[src/hw/rtl/cge_pkg.sv]
// shared types, constants and register codes of the glyph expander
package cge_pkg;

	localparam int MAX_GLYPH_WIDTH  = 16;
	localparam int MAX_GLYPH_HEIGHT = 32;
	localparam int NUM_CHARS        = 256;

	localparam int ROW_BITS_W = 16;
	localparam int CHAR_W     = 8;
	localparam int ROW_W      = $clog2(MAX_GLYPH_HEIGHT);
	localparam int HGT_W      = $clog2(MAX_GLYPH_HEIGHT + 1);
	localparam int SPAN_W     = $clog2(MAX_GLYPH_WIDTH + 1);
	localparam int SX_W       = $clog2(ROW_BITS_W);
	localparam int FONT_DEPTH = NUM_CHARS * MAX_GLYPH_HEIGHT;
	localparam int FONT_AW    = $clog2(FONT_DEPTH);
	localparam int CFG_DW     = 16;
	localparam int CFG_IW     = 3;

	localparam logic REQ_LOAD = 1'b0;
	localparam logic REQ_DRAW = 1'b1;

	typedef enum logic [CFG_IW-1:0] {
		REG_GLYPH_WIDTH  = 3'd0,
		REG_GLYPH_HEIGHT = 3'd1,
		REG_BYTES_PER_PX = 3'd2,
		REG_LINE_PITCH   = 3'd3,
		REG_CLIP_LEFT    = 3'd4,
		REG_CLIP_TOP     = 3'd5,
		REG_CLIP_RIGHT   = 3'd6,
		REG_CLIP_BOTTOM  = 3'd7
	} cfg_reg_t;

	typedef struct packed {
		logic [4:0]  glyph_width;
		logic [5:0]  glyph_height;
		logic [2:0]  bytes_per_pixel;
		logic [15:0] line_pitch;
		logic [11:0] clip_left;
		logic [11:0] clip_top;
		logic [11:0] clip_right;
		logic [11:0] clip_bottom;
	} cfg_t;

	typedef struct packed {
		logic                  wr_en;
		logic [FONT_AW-1:0]    wr_addr;
		logic [ROW_BITS_W-1:0] wr_data;
		logic                  rd_en;
		logic [FONT_AW-1:0]    rd_addr;
	} font_req_t;

endpackage

[src/hw/rtl/cge_ifs.sv]
// request and result channel interfaces

interface cge_req_if;
	logic        valid;
	logic        ready;
	logic        req_type;
	logic [7:0]  char_code;
	logic [4:0]  row_index;
	logic [15:0] row_bits;
	logic signed [12:0] pos_x;
	logic signed [12:0] pos_y;
	logic [31:0] pixel_color;

	modport source (output valid, req_type, char_code, row_index, row_bits, pos_x, pos_y,
		pixel_color, input ready);
	modport sink (input valid, req_type, char_code, row_index, row_bits, pos_x, pos_y,
		pixel_color, output ready);
endinterface

interface cge_res_if;
	logic        valid;
	logic        ready;
	logic [31:0] row_address;
	logic [15:0] pixel_mask;
	logic [4:0]  span_length;
	logic [31:0] out_color;
	logic        last_row;

	modport source (output valid, row_address, pixel_mask, span_length, out_color, last_row,
		input ready);
	modport sink (input valid, row_address, pixel_mask, span_length, out_color, last_row,
		output ready);
endinterface

[src/hw/rtl/cge_row_seq.sv]
// draw sequencer: clipping, shared multiply-add for addresses, row issue and result register
module cge_row_seq
	import cge_pkg::*;
(
	input  logic                  clk,
	input  logic                  arst_n,
	input  cfg_t                  cfg,
	cge_req_if.sink               req,
	cge_res_if.source             res,
	output font_req_t             font_req,
	input  logic [ROW_BITS_W-1:0] rd_data
);

	typedef enum logic [2:0] {
		ST_IDLE,
		ST_CLIP,
		ST_MULX,
		ST_MULY,
		ST_ROWS
	} state_t;

	state_t state_q;

	// latched draw request
	logic [CHAR_W-1:0]  ch_q;
	logic signed [12:0] pos_x_q;
	logic signed [12:0] pos_y_q;
	logic [31:0]        color_q;

	// clipped geometry
	logic [11:0]       x0_q;
	logic [11:0]       y0_q;
	logic [SPAN_W-1:0] span_q;
	logic [HGT_W-1:0]  rows_q;
	logic [ROW_W-1:0]  sy_q;
	logic [SX_W-1:0]   sh_q;
	logic [HGT_W-1:0]  row_q;
	logic [31:0]       acc_q;

	// row in flight while the font read completes
	logic        s1_vld_q;
	logic [31:0] addr_s1;
	logic        last_s1;

	logic              out_vld_q;
	logic [31:0]       out_addr_q;
	logic [15:0]       out_mask_q;
	logic [SPAN_W-1:0] out_span_q;
	logic [31:0]       out_color_q;
	logic              out_last_q;

	// clip arithmetic
	logic [4:0]         cw;
	logic [5:0]         chh;
	logic [2:0]         bpp;
	logic signed [14:0] dx, dy, dx2, dy2, cr1, cb1, cl, ct;
	logic signed [14:0] x0, y0, x1, y1, sx, sy;
	logic               ch_ok, empty;

	// shared multiply-add
	logic [11:0] mul_a;
	logic [15:0] mul_b;
	logic [27:0] prod;
	logic [31:0] mac;

	logic                  adv;
	logic                  issue;
	logic [ROW_W-1:0]      line;
	logic [ROW_BITS_W-1:0] rev;
	logic [ROW_BITS_W-1:0] shifted;
	logic [ROW_BITS_W-1:0] span_mask;

	always_comb begin
		cw = cfg.glyph_width;
		if (cfg.glyph_width == 5'd0) begin
			cw = 5'd1;
		end else if (int'(cfg.glyph_width) > MAX_GLYPH_WIDTH) begin
			cw = 5'(MAX_GLYPH_WIDTH);
		end
		chh = cfg.glyph_height;
		if (cfg.glyph_height == 6'd0) begin
			chh = 6'd1;
		end else if (int'(cfg.glyph_height) > MAX_GLYPH_HEIGHT) begin
			chh = 6'(MAX_GLYPH_HEIGHT);
		end
		bpp = cfg.bytes_per_pixel;
		if (cfg.bytes_per_pixel == 3'd0) begin
			bpp = 3'd1;
		end else if (cfg.bytes_per_pixel > 3'd4) begin
			bpp = 3'd4;
		end
	end

	always_comb begin
		dx  = 15'(pos_x_q);
		dy  = 15'(pos_y_q);
		dx2 = dx + signed'({10'd0, cw});
		dy2 = dy + signed'({9'd0, chh});
		cl  = signed'({3'd0, cfg.clip_left});
		ct  = signed'({3'd0, cfg.clip_top});
		cr1 = signed'({3'd0, cfg.clip_right}) + 15'sd1;
		cb1 = signed'({3'd0, cfg.clip_bottom}) + 15'sd1;
		x0  = (dx < cl) ? cl : dx;
		y0  = (dy < ct) ? ct : dy;
		x1  = (dx2 > cr1) ? cr1 : dx2;
		y1  = (dy2 > cb1) ? cb1 : dy2;
		sx  = x0 - dx;
		sy  = y0 - dy;
		ch_ok = int'(ch_q) < NUM_CHARS;
		empty = !ch_ok || (dx >= cr1) || (dy >= cb1) || (x1 <= x0) || (y1 <= y0);
	end

	always_comb begin
		case (state_q)
			ST_MULX: begin
				mul_a = x0_q;
				mul_b = {13'd0, bpp};
			end
			ST_MULY: begin
				mul_a = y0_q;
				mul_b = cfg.line_pitch;
			end
			default: begin
				mul_a = 12'd1;
				mul_b = cfg.line_pitch;
			end
		endcase
		prod = mul_a * mul_b;
		mac  = acc_q + {4'd0, prod};
	end

	assign adv   = !out_vld_q || res.ready;
	assign issue = (state_q == ST_ROWS) && adv && (row_q < rows_q);
	assign line  = ROW_W'(HGT_W'(sy_q) + row_q);

	always_comb begin
		font_req.wr_en = (state_q == ST_IDLE) && req.valid && (req.req_type == REQ_LOAD)
			&& (int'(req.char_code) < NUM_CHARS) && (int'(req.row_index) < MAX_GLYPH_HEIGHT);
		font_req.wr_addr = FONT_AW'(int'(req.char_code) * MAX_GLYPH_HEIGHT)
			+ FONT_AW'(req.row_index);
		font_req.wr_data = req.row_bits;
		font_req.rd_en   = issue;
		font_req.rd_addr = FONT_AW'(int'(ch_q) * MAX_GLYPH_HEIGHT) + FONT_AW'(line);
	end

	// leftmost visible glyph pixel lands on mask bit 0
	always_comb begin
		for (int i = 0; i < ROW_BITS_W; i++) begin
			rev[i] = rd_data[ROW_BITS_W-1-i];
		end
		shifted   = rev >> sh_q;
		span_mask = ROW_BITS_W'(((ROW_BITS_W+1)'(1) << span_q) - (ROW_BITS_W+1)'(1));
	end

	always_ff @(posedge clk or negedge arst_n) begin
		if (!arst_n) begin
			state_q     <= ST_IDLE;
			s1_vld_q    <= 1'b0;
			out_vld_q   <= 1'b0;
			row_q       <= '0;
			out_addr_q  <= '0;
			out_mask_q  <= '0;
			out_span_q  <= '0;
			out_color_q <= '0;
			out_last_q  <= 1'b0;
		end else begin
			if (adv) begin
				out_vld_q <= s1_vld_q;
				if (s1_vld_q) begin
					out_addr_q  <= addr_s1;
					out_mask_q  <= shifted & span_mask;
					out_span_q  <= span_q;
					out_color_q <= color_q;
					out_last_q  <= last_s1;
				end
			end
			case (state_q)
				ST_IDLE: begin
					if (req.valid && req.req_type == REQ_DRAW) begin
						state_q <= ST_CLIP;
					end
				end
				ST_CLIP: begin
					state_q <= empty ? ST_IDLE : ST_MULX;
				end
				ST_MULX: begin
					state_q <= ST_MULY;
				end
				ST_MULY: begin
					row_q   <= '0;
					state_q <= ST_ROWS;
				end
				ST_ROWS: begin
					if (adv) begin
						s1_vld_q <= issue;
						if (issue) begin
							row_q <= row_q + HGT_W'(1);
						end
					end
					if (row_q == rows_q && !s1_vld_q) begin
						state_q <= ST_IDLE;
					end
				end
				default: begin
					state_q <= ST_IDLE;
				end
			endcase
		end
	end

	always_ff @(posedge clk) begin
		if (state_q == ST_IDLE && req.valid) begin
			ch_q    <= req.char_code;
			pos_x_q <= req.pos_x;
			pos_y_q <= req.pos_y;
			color_q <= req.pixel_color;
		end
		if (state_q == ST_CLIP) begin
			x0_q   <= x0[11:0];
			y0_q   <= y0[11:0];
			span_q <= SPAN_W'(x1 - x0);
			rows_q <= HGT_W'(y1 - y0);
			sy_q   <= ROW_W'(sy);
			sh_q   <= SX_W'(15'(ROW_BITS_W) - signed'({10'd0, cw}) + sx);
			acc_q  <= '0;
		end
		if (state_q == ST_MULX || state_q == ST_MULY || issue) begin
			acc_q <= mac;
		end
		if (issue) begin
			addr_s1 <= acc_q;
			last_s1 <= (row_q == rows_q - HGT_W'(1));
		end
	end

	assign req.ready       = (state_q == ST_IDLE);
	assign res.valid       = out_vld_q;
	assign res.row_address = out_addr_q;
	assign res.pixel_mask  = out_mask_q;
	assign res.span_length = out_span_q;
	assign res.out_color   = out_color_q;
	assign res.last_row    = out_last_q;

	ap_ready_drained: assert property (@(posedge clk) disable iff (!arst_n)
		req.ready |-> !s1_vld_q)
		else $error("input ready while a row is still in flight");

	ap_span_range: assert property (@(posedge clk) disable iff (!arst_n)
		res.valid |-> (res.span_length != 5'd0
			&& int'(res.span_length) <= MAX_GLYPH_WIDTH))
		else $error("result span out of range");

	ap_no_rw_clash: assert property (@(posedge clk) disable iff (!arst_n)
		font_req.wr_en |-> !font_req.rd_en)
		else $error("font load during a row read");

	ap_last_drained: assert property (@(posedge clk) disable iff (!arst_n)
		(res.valid && res.last_row) |-> !s1_vld_q)
		else $error("rows remain behind the final row");

	ap_issue_count: assert property (@(posedge clk) disable iff (!arst_n)
		issue |=> (row_q <= rows_q))
		else $error("more rows issued than visible");

endmodule
[src/flat_wrapper.sv]
// flat-port wrapper written by rule: the top's interface ports become plain ports
module cge_row_seq_flat import cge_pkg::*;
  (clk, arst_n, cfg, font_req, rd_data, req_valid, req_req_type, req_char_code, req_row_index, req_row_bits, req_pos_x, req_pos_y, req_pixel_color, req_ready, res_valid, res_row_address, res_pixel_mask, res_span_length, res_out_color, res_last_row, res_ready);
  cge_req_if req_i ();
  cge_res_if res_i ();
  input  logic clk;
  input  logic arst_n;
  input  cfg_t cfg;
  output font_req_t font_req;
  input  logic [ROW_BITS_W-1:0] rd_data;
  input wire logic [$bits(req_i.valid)-1:0] req_valid;
  input wire logic [$bits(req_i.req_type)-1:0] req_req_type;
  input wire logic [$bits(req_i.char_code)-1:0] req_char_code;
  input wire logic [$bits(req_i.row_index)-1:0] req_row_index;
  input wire logic [$bits(req_i.row_bits)-1:0] req_row_bits;
  input wire logic [$bits(req_i.pos_x)-1:0] req_pos_x;
  input wire logic [$bits(req_i.pos_y)-1:0] req_pos_y;
  input wire logic [$bits(req_i.pixel_color)-1:0] req_pixel_color;
  output wire logic [$bits(req_i.ready)-1:0] req_ready;
  output wire logic [$bits(res_i.valid)-1:0] res_valid;
  output wire logic [$bits(res_i.row_address)-1:0] res_row_address;
  output wire logic [$bits(res_i.pixel_mask)-1:0] res_pixel_mask;
  output wire logic [$bits(res_i.span_length)-1:0] res_span_length;
  output wire logic [$bits(res_i.out_color)-1:0] res_out_color;
  output wire logic [$bits(res_i.last_row)-1:0] res_last_row;
  input wire logic [$bits(res_i.ready)-1:0] res_ready;
  assign req_i.valid = req_valid;
  assign req_i.req_type = req_req_type;
  assign req_i.char_code = req_char_code;
  assign req_i.row_index = req_row_index;
  assign req_i.row_bits = req_row_bits;
  assign req_i.pos_x = req_pos_x;
  assign req_i.pos_y = req_pos_y;
  assign req_i.pixel_color = req_pixel_color;
  assign req_ready = req_i.ready;
  assign res_valid = res_i.valid;
  assign res_row_address = res_i.row_address;
  assign res_pixel_mask = res_i.pixel_mask;
  assign res_span_length = res_i.span_length;
  assign res_out_color = res_i.out_color;
  assign res_last_row = res_i.last_row;
  assign res_i.ready = res_ready;
  cge_row_seq u_core (.clk(clk), .arst_n(arst_n), .cfg(cfg), .req(req_i), .res(res_i), .font_req(font_req), .rd_data(rd_data));
endmodule
[config.mk]
export PLATFORM = sky130hd
export DESIGN_NAME = cge_row_seq_flat
export DESIGN_NICKNAME = d
export VERILOG_FILES = /design/src/hw/rtl/cge_pkg.sv /design/src/hw/rtl/cge_ifs.sv /design/src/hw/rtl/cge_row_seq.sv /design/src/flat_wrapper.sv
export SDC_FILE = /design/constraint.sdc
export NUM_CORES = 1
export LEC_CHECK = 0
export BUFFER_PORTS_ARGS = -buffer_cell sky130_fd_sc_hd__buf_4
export CAP_MARGIN = 20
export CELL_PAD_IN_SITES_DETAIL_PLACEMENT = 0
export CELL_PAD_IN_SITES_GLOBAL_PLACEMENT = 1
export CORE_ASPECT_RATIO = 1.5
export CORE_MARGIN = 1
export CORE_UTILIZATION = 50
export CTS_CLUSTER_DIAMETER = 50
export DETAILED_ROUTE_END_ITERATION = 16
export PLACE_DENSITY = 0.95
export SETUP_SLACK_MARGIN = 0.2
export SLEW_MARGIN = 0
export SYNTH_ARGS = -nofsm -noshare
export SYNTH_HDL_FRONTEND = slang
export SYNTH_SLANG_ARGS = --single-unit
[constraint.sdc]
create_clock -name clk -period 16.51 [get_ports clk]
set_clock_uncertainty 0.05 [all_clocks]
set_input_delay 4.953 -clock clk [delete_from_list [all_inputs] [get_ports clk]]
set_output_delay 4.953 -clock clk [all_outputs]
set_load 0.03 [all_outputs]
### Yosys cells after proc, flatten, opt, wreduce, memory -nomap -nowiden

Cells that the tools add are included.

| cells by class | value |
|---|---|
| equality and inequality tests | 10 |
| magnitude comparators | 12 |
| mux-type cells | 21 |
| bitwise gates (word level) | 2 |
| shifts and indexed selects | 2 |
| $add $sub $neg | 17 |
| multiply operators | 1 |
| reduce and logical (&&, ||, !) cells | 24 |

Operators by type and width:

| cell | number |
|---|---|
| 32-bit 2-to-1 mux | 2 |
| 15-bit 2-to-1 mux | 4 |
| 32-bit by 28-bit adder with 32-bit output | 1 |
| 15-bit > comparator | 2 |
| 15-bit less-or-equal comparator | 2 |
| 13-bit by 14-bit greater-or-equal comparator with 1-bit output | 2 |
| 12-bit by 16-bit multiplier with 28-bit output | 1 |
| 12-bit by 1-bit adder with 13-bit output (second input constant) | 2 |
| 13-bit by 5-bit adder with 13-bit output | 2 |
| 13-bit less-than comparator | 2 |
| 6-bit 2-to-1 mux | 4 |
| 12-bit one-hot mux with 2 select lines | 1 |
| 16-bit bitwise AND | 1 |
| 16-bit 2-to-1 mux | 1 |
| 1-bit by 5-bit left shift with 16-bit output (first input constant) | 1 |
| 16-bit by 4-bit right shift with 16-bit output | 1 |
| 16-bit by 2-bit subtractor with 16-bit output (second input constant) | 1 |
| 3-bit one-hot mux with 5 select lines | 1 |
| 13-bit by 6-bit adder with 14-bit output | 1 |
| 13-bit by 7-bit adder with 14-bit output | 1 |
| 6-bit equality test | 2 |
| 3-bit 2-to-1 mux | 4 |
| 6-bit one-hot mux with 2 select lines | 1 |
| 5-bit 2-to-1 mux | 2 |
| 28 further kinds | 47 |

| storage, ports and cells | value |
|---|---|
| output and inout port bits | 132 |
| bits in registers | 272 |
| word-level logic and storage cells | 111 |

### Logic depth before layout (Yosys ltp)

| depth | value |
|---|---|
| word-level depth | 11 |
| mapped depth | 32 |
| depth with buffers taken out | 30 |

### Least setup slack after synthesis

OpenSTA, ideal clock, no wires.

| path | value |
|---|---|
| path kind | input to output |
| start | input res_ready |
| end | output font_req[13] (netlist bit) |
| buffers on the path | 2 |
| data arrival time | 7.321 ns |
| stages on the path | 5 |
| data required time | 11.507 ns |
| slack | 4.186 ns |
| path through | nand2b_1 -> nand3_1 -> a2111oi_1 -> clkbuf_1 -> buf_4 |

| on the way | value |
|---|---|
| longest elaborated chain between the ends | 3 |

RTL lines:

| what | RTL line | source |
|---|---|---|
| start, declared | flat_wrapper.sv:26 | `input wire logic [$bits(res_i.ready)-1:0] res_ready;` |
| 1-bit logical OR | cge_row_seq.sv:132 | `assign adv = !out_vld_q \|\| res.ready;` |
| 1-bit logical AND (2 in series) | cge_row_seq.sv:133 | `assign issue = (state_q == ST_ROWS) && adv && (row_q < rows_q);` |
| end, declared | flat_wrapper.sv:9 | `output font_req_t font_req;` |

Every way passes these cells.

==> impl_metrics.env <==
export IMPL_status="finished clean"
export IMPL_clockBufferDepth=3
export IMPL_synth_area_per_cell_um2=10.44
export IMPL_fillers=3701
export IMPL_ys_types=71
export IMPL_ys_flop_type="edfxtp_1"
export IMPL_cpPeakStageDelay_ps=570
export IMPL_rows=94
export IMPL_drt_total_wl_um=50040
export IMPL_fin_tns_setup_ps=0
export IMPL_period_share_pct=70.57
export IMPL_port_buffer_count=275
export IMPL_initial_core_util_pct=50.70
export IMPL_layout_setup_ws_ps=4858
export IMPL_end_kind="primary output"
export IMPL_wl_per_cell_um=16.97
export IMPL_ctsHoldBuffers=0
export IMPL_dr_wl_met3_um=2063
export IMPL_crit_arrival_ps=6650
export IMPL_slew_viol_final=0
export IMPL_grt_util_all_layers_pct=22.35
export IMPL_dp_slack_ps=4897
export IMPL_num_vias=15833
export IMPL_crit_start="res_ready"
export IMPL_netlist_area_mm2=0.02224
export IMPL_cts_setup_buffers=0
export IMPL_maxCapViolCount=0
export IMPL_critPathKind="primary input to primary output"
export IMPL_cts_sinks=272
export IMPL_worst_pin_slew_ps=994.1
export IMPL_fp_coreArea_mm2=0.04387
export IMPL_cts_resized_gates=0
export IMPL_worst_path_max_delay_cell="buf_4"
export IMPL_crit_family="buffers and inverters"
export IMPL_fin_area_mm2=0.02574
export IMPL_setup_viol=0
export IMPL_vias_per_cell=5.371
export IMPL_fp_dieArea_mm2=0.04535
export IMPL_h_tree_depth=2
export IMPL_finalCriticalPeriod_ps=11650
export IMPL_path_common_cell="buf_4"
export IMPL_antenna_found_initial=2
export IMPL_max_freq_mhz=85.82
export IMPL_wl_met1_um=18950
export IMPL_cts_root_buf="clkbuf_16"
export IMPL_grt_pass1_vias=16505
export IMPL_drc_errors=0
export IMPL_cts_inserted_buffers=34
export IMPL_ios=318
export IMPL_final_nets=2915
export IMPL_ant_nets=0
export IMPL_max_slew_margin_pct=33.73
export IMPL_die_y_um=260.3
export IMPL_power_density_mw_per_mm2=190.2
export IMPL_overflow=0
export IMPL_ys_ff_latch=272
export IMPL_hold_start="u_core.acc_q[28]$_SDFFCE_PN0P_"
export IMPL_crit_path_cell_trace="buf_4 -> nand2b_1 -> nand3_1 -> a2111oi_2 -> buf_4 -> buf_4"
export IMPL_place_congestion=0.9094
export IMPL_crit_required_ps=11510
export IMPL_finalHoldViolations=0
export IMPL_synth_seq_area_share_pct=34.54
export IMPL_worstSetupStartpointType="primary input"
export IMPL_synth_edf_count=175
export IMPL_route_met2_wl_um=27170
export IMPL_cp_buffers_inverters=3
export IMPL_rsz0062_at_grt="false"
export IMPL_leakage_uw=0.01243
export IMPL_die_w_um=174.2
export IMPL_async_flop_share_pct=35.66
export IMPL_grt_max_degree=68
export IMPL_tritoncts="done"
export IMPL_syn_nets=2700
export IMPL_r2r_start="u_core.state_q[1]$_DFFE_PN0P_"
export IMPL_syn_to_final_growth_pct=15.74
export IMPL_topRoutingLayerUsed="met5"
export IMPL_cp_max_fo=46
export IMPL_drt_iter0_markers=700
export IMPL_clkLatencyLatePin_ps=520
export IMPL_ir_drop_mv=0.1700
export IMPL_place_inst=2886
export IMPL_post_dp_hpwl_um=40920
export IMPL_dpl_cell_area_mm2=0.02460
export IMPL_grt_pass1_wl_um=81250
export IMPL_stdcell_count=2948
export IMPL_drt_first_pass_iters=5
export IMPL_min_path_type="register to register"
export IMPL_synth_cells=2131
export IMPL_ys_warn_count=0
export IMPL_clk_pin_slew_ps=60
export IMPL_drive_above_1_share_pct=18.60
[logic make-up (layout without fill, tap and decap cells)]
kind of cell | after synthesis | count (layout) | share of synthesized area [%]
adder cells (fa/ha/maj) | 384 | 384 | 27.49
AO/OA/AOI/OAI | 285 | 285 | 8.297
other | 0 | 1 | 0
buffers and inverters | 403 | 643 | 7.402
multiplexers | 136 | 136 | 6.626
flip-flops | 272 | 272 | 34.54
XOR/XNOR | 89 | 89 | 3.504
AND/OR/NAND/NOR | 562 | 562 | 12.14
[sequential cells by signal, summed over array words and instances (netlist names), 6 cells and up]
register                count
u_core.ch_q                 8
u_core.y0_q                12
u_core.res.row_address     32
u_core.pos_y_q             13
u_core.x0_q                12
u_core.res.pixel_mask      16
u_core.row_q                6
u_core.color_q             32
u_core.res.out_color       32
u_core.pos_x_q             13
u_core.addr_s1             32
u_core.rows_q               6
u_core.acc_q               32
[cells in the mapped netlist (all sizes together), types with 16 or more instances]
cell    number  area (µm²)
o21ai       54       274.0
buf         38       276.5
a21oi       73       369.1
inv        297        1115
and3        57       360.3
nor3        20       100.1
nand3       38       190.2
a21o        50       375.4
xnor2       48       420.4
nand2      218       818.3
o21a        30       225.2
edfxtp     175        5255
nor2b       38       245.2
dfrtp       97        2427
mux2i       58       580.6
and2        24       151.4
nor2        99       371.6
fa         175        3503
clkbuf      68       255.2
nand4       19       118.9
mux2        77       870.8
nand2b      16       100.1
ha         208        2603
xor2        41       359.1
[area by class of cell]
| cell class | instances | area, µm² | area share (%) |
|---|---|---|---|
| sequential | 272 | 7682 | 29.84 |
| clock buffer | 45 | 964.7 | 3.747 |
| antenna | 1 | 2.502 | 0.009720 |
| tap | 576 | 720.7 | 2.799 |
| clock inverter | 16 | 180.2 | 0.6998 |
| timing repair buffer | 285 | 2140 | 8.311 |
| multi-input combinational | 1456 | 12940 | 50.26 |
| inverter | 297 | 1115 | 4.330 |
[report_power, final]
group	switching, µW	internal [µW]
registers	224	1100
clock network	299	439
logic	1640	1190
[layer usage]
layer | vias to the layer above | global-route usage, %
met3 | 128 | 3.322
li1 | 7568 | -
met2 | 393 | 42.36
met1 | 7742 | 24.64
met4 | 2 | 9.381
met5 | - | 0
[through the flow]
step                      power (µW)  util, %  hold slack [ps]
final                           4897    58.68            407.2
after detailed placement        4185    56.07            395.0
after CTS                       4947    58.68            408.7
after global routing            5317    58.68            419.5
after global placement          4067    56.07            389.2
after floorplan                 3391        -            376.4
[cell usage in the layout (no fill, tap or decap), types with 36 or more instances in the layout]
master	n
inv_1	297
buf_4	285
ha_1	208
and3_1	54
nand3_1	38
nor2b_1	37
dfrtp_1	97
nand2_1	217
mux2_2	76
a21oi_1	72
clkbuf_16	36
o21ai_0	53
edfxtp_1	175
mux2i_1	58
xor2_1	41
xnor2_1	48
fa_1	175
nor2_1	99
a21o_1	50
[path summary, 6_finish.rpt]
check,endpoint,slack (ps),cells after the start
worst max-delay path,font_req[13],4860,6
worst min-delay path,u_core.addr_s1[28]$_DFFE_PP_,410,0
worst max register to register,u_core.acc_q[28]$_SDFFCE_PN0P_,9290,23
worst min register to register,u_core.addr_s1[28]$_DFFE_PP_,410,0
max in group asynchronous,u_core.res.pixel_mask[1]$_DFFE_PN0P_,10850,2
min in group asynchronous,u_core.res.out_color[6]$_DFFE_PN0P_,4340,1
Note: power is estimated with default switching activity, not from simulation.
